`src/hw/rtl/e2q_pkg.sv`:
```
// Shared constants and helpers for the Euler-to-quaternion block.
// Holds the Q30 angle constants and the CORDIC arctangent table.
// No dependencies.
`default_nettype none

package e2q_pkg;

  // Q30 constants: half pi and pi in radians, and the CORDIC gain.
  localparam logic signed [33:0] Q30_HALF_PI = 34'sd1686629713;
  localparam logic signed [33:0] Q30_PI      = 34'sd3373259426;
  localparam logic signed [31:0] Q30_GAIN    = 32'sd652032874;

  // The step count never goes past the arctangent table.
  localparam int MAX_STEPS = 32;

  // Width of the internal sine and cosine words and of the residual angle.
  localparam int TRIG_WIDTH = 32;
  localparam int RESID_WIDTH = 33;

  typedef logic signed [TRIG_WIDTH-1:0] trig_t;
  typedef logic signed [RESID_WIDTH-1:0] resid_t;

  // atan(2^-i) in Q30, truncated.
  function automatic logic [29:0] atan_q30(input logic [4:0] idx);
    logic [29:0] val;
    unique case (idx)
      5'd0:  val = 30'd843314856;
      5'd1:  val = 30'd497837829;
      5'd2:  val = 30'd263043836;
      5'd3:  val = 30'd133525158;
      5'd4:  val = 30'd67021686;
      5'd5:  val = 30'd33543515;
      5'd6:  val = 30'd16775850;
      5'd7:  val = 30'd8388437;
      5'd8:  val = 30'd4194282;
      5'd9:  val = 30'd2097149;
      5'd10: val = 30'd1048575;
      5'd11: val = 30'd524287;
      5'd12: val = 30'd262143;
      5'd13: val = 30'd131071;
      5'd14: val = 30'd65535;
      5'd15: val = 30'd32767;
      5'd16: val = 30'd16383;
      5'd17: val = 30'd8191;
      5'd18: val = 30'd4095;
      5'd19: val = 30'd2047;
      5'd20: val = 30'd1023;
      5'd21: val = 30'd511;
      5'd22: val = 30'd255;
      5'd23: val = 30'd127;
      5'd24: val = 30'd63;
      5'd25: val = 30'd31;
      5'd26: val = 30'd15;
      5'd27: val = 30'd7;
      5'd28: val = 30'd3;
      5'd29: val = 30'd1;
      default: val = 30'd0;
    endcase
    return val;
  endfunction

endpackage

`default_nettype wire

```
`src/hw/rtl/e2q_lane.sv`:
```
// One angle lane: halves the angle, folds it into +-pi/2 and runs a
// pipelined rotation-mode CORDIC, one iteration per stage. Uses e2q_pkg.
`default_nettype none

module e2q_lane import e2q_pkg::*; #(
  parameter int ANGLE_WIDTH  = 16,
  parameter int CORDIC_STEPS = 16
) (
  input  wire logic                          clk,
  input  wire logic [CORDIC_STEPS:0]         stage_en,
  input  wire logic signed [ANGLE_WIDTH-1:0] angle,
  output trig_t                              sin_o,
  output trig_t                              cos_o
);

  localparam int STEPS = (CORDIC_STEPS > MAX_STEPS) ? MAX_STEPS : CORDIC_STEPS;

  trig_t  x_r    [STEPS+1];
  trig_t  y_r    [STEPS+1];
  resid_t z_r    [STEPS+1];
  logic   flip_r [STEPS+1];

  logic signed [33:0] half_ang;
  resid_t             fold_z;
  logic               fold_flip;

  // The halved angle in Q30, then the quadrant fold.
  always_comb begin
    half_ang  = 34'(angle) <<< (32 - ANGLE_WIDTH);
    fold_flip = 1'b0;
    fold_z    = RESID_WIDTH'(half_ang);
    if (half_ang > Q30_HALF_PI) begin
      fold_z    = RESID_WIDTH'(half_ang - Q30_PI);
      fold_flip = 1'b1;
    end else if (half_ang < -Q30_HALF_PI) begin
      fold_z    = RESID_WIDTH'(half_ang + Q30_PI);
      fold_flip = 1'b1;
    end
  end

  // Fold stage loads the CORDIC start vector.
  always_ff @(posedge clk) begin
    if (stage_en[0]) begin
      x_r[0]    <= Q30_GAIN;
      y_r[0]    <= '0;
      z_r[0]    <= fold_z;
      flip_r[0] <= fold_flip;
    end
  end

  // One CORDIC iteration per stage.
  for (genvar i = 0; i < STEPS; i++) begin : g_iter
    trig_t  dx;
    trig_t  dy;
    resid_t ang;
    assign dx  = y_r[i] >>> i;
    assign dy  = x_r[i] >>> i;
    assign ang = RESID_WIDTH'(atan_q30(5'(i)));

    always_ff @(posedge clk) begin
      if (stage_en[i+1]) begin
        flip_r[i+1] <= flip_r[i];
        if (!z_r[i][RESID_WIDTH-1]) begin
          x_r[i+1] <= x_r[i] - dx;
          y_r[i+1] <= y_r[i] + dy;
          z_r[i+1] <= z_r[i] - ang;
        end else begin
          x_r[i+1] <= x_r[i] + dx;
          y_r[i+1] <= y_r[i] - dy;
          z_r[i+1] <= z_r[i] + ang;
        end
      end
    end
  end

  // Undo the quadrant fold.
  assign cos_o = flip_r[STEPS] ? -x_r[STEPS] : x_r[STEPS];
  assign sin_o = flip_r[STEPS] ? -y_r[STEPS] : y_r[STEPS];

endmodule

`default_nettype wire

```
`config.mk`:
```
export PLATFORM = sky130hd
export DESIGN_NAME = e2q_lane
export DESIGN_NICKNAME = d
export VERILOG_FILES = /design/src/hw/rtl/e2q_pkg.sv /design/src/hw/rtl/e2q_lane.sv
export SDC_FILE = /design/constraint.sdc
export NUM_CORES = 2
export LEC_CHECK = 0
export BUFFER_PORTS_ARGS = -buffer_cell sky130_fd_sc_hd__buf_4
export CORE_MARGIN = 2
export CORE_UTILIZATION = 35
export DETAILED_ROUTE_END_ITERATION = 10
export GPL_ROUTABILITY_DRIVEN = 0
export PLACE_DENSITY = 0.6
export SLEW_MARGIN = 15
export SYNTH_ARGS = -nofsm -noshare
export SYNTH_HDL_FRONTEND = slang
export SYNTH_SLANG_ARGS = --single-unit
```
`constraint.sdc`:
```
create_clock -name clk -period 6.6 [get_ports clk]
set_input_delay 0.66 -clock clk [delete_from_list [all_inputs] [get_ports clk]]
set_output_delay 0.66 -clock clk [all_outputs]
set_load 0.02 [all_outputs]
```
==> results.py <==
metrics = {
    "hold_path": {
        "worstHoldPathCells": 3,
        "timing.hold.worst.class": "input pin to flip-flop",
        "min_from": "angle[13]",
        "hold_path_end": "z_r[0][29]",
    },
    "clocking": {
        "clock_tree_from_tritoncts": "built",
        "post_cts_resized": 0,
        "tritoncts.num_buffers": 177,
        "cts_sinks": 1420,
        "clkSlewWorstSetupHoldPaths_ns": 0.06,
        "cts_htree_levels": 4,
        "clk_lat_worst_skew_ns": 0.90,
        "cts-root-buf": "clkbuf_16",
        "post-cts-setup-buffer-count": 0,
        "buffers_from_clock_root_to_sink_at_most": 4,
    },
    "sta": {
        "layout_worst_path_cycle_share_pct": 85.7,
        "setup_violations": 0,
        "achievable-frequency_mhz": 177,
        "slew_headroom_pct": 24.9,
        "fin_crit_ns": 5.66,
        "report.final.slew_viol_count": 0,
        "tightestPinTransition_ns": 1.11,
        "worst_slack_ns": 0.942,
        "clock_skew_ns": 0.110,
        "rsz0062_at_grt": "no",
        "timing.final.hold_violations": 0,
        "tns_ns": 0,
    },
    "run_status": {
        "status": "finished clean",
    },
    "drt": {
        "routed_via_density": 5.29,
        "antenna_left": 0,
        "route.vias.total": 93000,
        "drt_first_iter_violations": 5303,
        "final_routed_wirelength_across_all_metal_layers_mm": 298,
        "wire_per_inst_um": 16.9,
        "iteration_count_of_the_initial_detailed_routing_pass": 7,
        "route.detailed.drc": 0,
    },
    "synth": {
        "share_of_synthesized_registers_carrying_an_async_set_or_reset_pct": 0,
        "synth_top_cells_by_count": "ha_1 (1455), edfxtp_1 (1420), a21oi_1 (1267), xnor2_1 (1211), nor2_1 (965)",
        "synth_area_um2": 122000,
        "synth.yosys.seq_area_share_pct": 34.9,
        "synthesis_warnings": 0,
        "syn-num-nets": 14200,
        "synth.lib_cells_used.distinct": 88,
        "synthCells": 12700,
        "synthMostInstantiatedCell": "ha_1",
        "synth_top_cells_by_area": "edfxtp_1 (35%), ha_1 (15%), xnor2_1 (8.7%)",
        "synth_top_flop_cell": "edfxtp_1",
        "synth-edff-count": 1420,
        "synth.largest_area_cell": "edfxtp_1",
        "ys_seq_elements": 1420,
        "synth_area_per_cell_um2": 9.60,
        "post-synth-top-area-fraction_pct": 34.9,
    },
    "floorplan": {
        "core.rowCount": 216,
        "die_x_um": 594,
        "die-area_um2": 353000,
        "design.portCount": 98,
        "initial_core_utilization_pct": 35.2,
        "core_um2": 346000,
        "die-height_um": 594,
    },
    "global_routing": {
        "grt_antenna_before_repair": 5,
        "grt.total_usage_pct": 16.4,
        "grt_pass1_wl_mm": 479,
        "grt-ovfl-total": 0,
        "first_global_vias": 89300,
        "grt_start_max_net_pins": 80,
    },
    "worst_setup_path": {
        "reg2reg_from": "y_r[4][7]",
        "wp_data_required_ns": 7.23,
        "critical_path_peak_fanout": 5,
        "rrSetupSlack_ns": 0.94,
        "setup.worst_path.class": "flip-flop to flip-flop",
        "timing.reg2reg.worst_path_depth": 19,
        "critical_path.startpoint_type": "flip-flop",
        "crit_top_cell": "o21ai_0",
        "max_stage_delay_ns": 0.80,
        "crit_slowest_cell": "nor4_1",
        "worstReg2RegEnd": "x_r[5][31]",
        "worst_ep_arrival_time_ns": 6.29,
        "critPathCaptureType": "flip-flop",
        "cp_cell_sequence": "nor3_1 > nand2b_1 > nor3_1 > nand2b_1 > nor4_1 > a21oi_1 > xor2_1 > ha_1 > a21o_1 > a21o_1 > a2111oi_0 > o41ai_1 > o21ai_0 > o21ai_0 > a21oi_1 > o21ai_0 > a2111o_1 > a31oi_1 > xnor2_1",
    },
    "layout": {
        "design_area_um2": 134000,
        "stdcell_count": 17600,
        "nNetsFinal": 14400,
        "share_of_cells_above_drive_strength_1_pct": 4.77,
        "area_delta_synth_final_pct": 10.1,
    },
    "place": {
        "buffer_ports.inserted": 97,
        "dpl.cell_count": 17300,
        "dpl_cell_area_um2": 128000,
        "place.detailed.hpwl_mm": 239,
        "pre_cts_setup_slack_ns": 0.815,
    },
    "job": {
        "drv_cap": 0,
    },
}
## layout make-up
cell class,instances,area [um2]
multi-input cells,10600,76700
repair buffers,180,1360
well taps,4578,5730
clock buffers,205,4600
diodes,1,2.50
inverters,524,1970
fillers,34400,212000
clock inverters,117,1370
flip-flops and latches,1420,42600
## how the worst max path moves through the flow
stage                            start          end  cells past startpoint  slack [ns]
final                        y_r[4][7]   x_r[5][31]                     19        0.94
after global routing         y_r[4][8]   x_r[5][31]                     19        0.38
after CTS                    y_r[4][7]   x_r[5][31]                     19        1.06
after detailed placement  stage_en[14]  x_r[14][30]                     17        0.81
after global placement    stage_en[14]  x_r[14][30]                     17        0.71
after floorplan            stage_en[4]   x_r[4][30]                     18        1.43
## metrics by stage
step           utilization [%]  hold slack (ns)
3_3_place_gp              37.0            0.400
5_1_grt                   38.8           0.0631
6_report                  38.8            0.107
4_1_cts                   38.8          0.00706
2_1_floorplan                -            0.400
3_5_place_dp              37.0            0.405
## timing repair
action | CTS | global route
hold buffers | 5 | 0
hold endpoints to repair | 5 | 0
setup endpoints to repair | 0 | 0
## flip-flops by register name, indices dropped and copies added (netlist names)
name / cells
y_r: 481
z_r: 467
x_r: 456
flip_r: 16
## critical path, delay by kind of cell (launching register included)
kind	cells	cell delay [ns]
simple gates	5	1.60
fa+ha+maj	1	0.25
flops	1	0.45
compound gates	11	2.84
xor+xnor	2	0.27
## cells in the final DEF (no fill, tap or decap), drive strengths merged, types with 90 or more instances in the layout
| cell type | netlist | routed |
|---|---|---|
| o21bai | 165 | 165 |
| a21oi | 1267 | 1267 |
| buf | 37 | 175 |
| edfxtp | 1420 | 1420 |
| or3 | 90 | 90 |
| inv | 516 | 533 |
| nand2b | 222 | 222 |
| nand3 | 243 | 243 |
| ha | 1455 | 1455 |
| o21a | 177 | 177 |
| clkbuf | 163 | 205 |
| and3 | 122 | 122 |
| xor2 | 585 | 585 |
| nand2 | 702 | 702 |
| xnor2 | 1211 | 1211 |
| a31oi | 102 | 102 |
| a21o | 629 | 629 |
| nor2 | 966 | 966 |
| o21ai | 709 | 709 |
| nor2b | 165 | 165 |
| o31ai | 145 | 145 |
| a211oi | 106 | 106 |
| nor3 | 313 | 313 |
## per-layer routing
| layer | up-vias | GRT usage (%) | share of wire [%] |
|---|---|---|---|
| met5 | - | 0 | 0.017 |
| met4 | 8 | 5.73 | 3.6 |
| met3 | 492 | 1.63 | 3.1 |
| met2 | 1490 | 29.9 | 50 |
| met1 | 43300 | 19.9 | 44 |
| li1 | 47700 | - | - |
## cells by family after synthesis
group           count (synthesis)  synth area share [%]
compound gates               3865                  20.2
xor+xnor                     1796                  12.9
fa+ha+maj                    1499                  15.6
buf+inv                       724                  2.24
flops                        1420                  34.9
mux                           108                 0.927
simple gates                 3293                  13.2
Power is not shown: default switching activity piles up to over one toggle a cycle in this logic, so the estimate is an artifact.
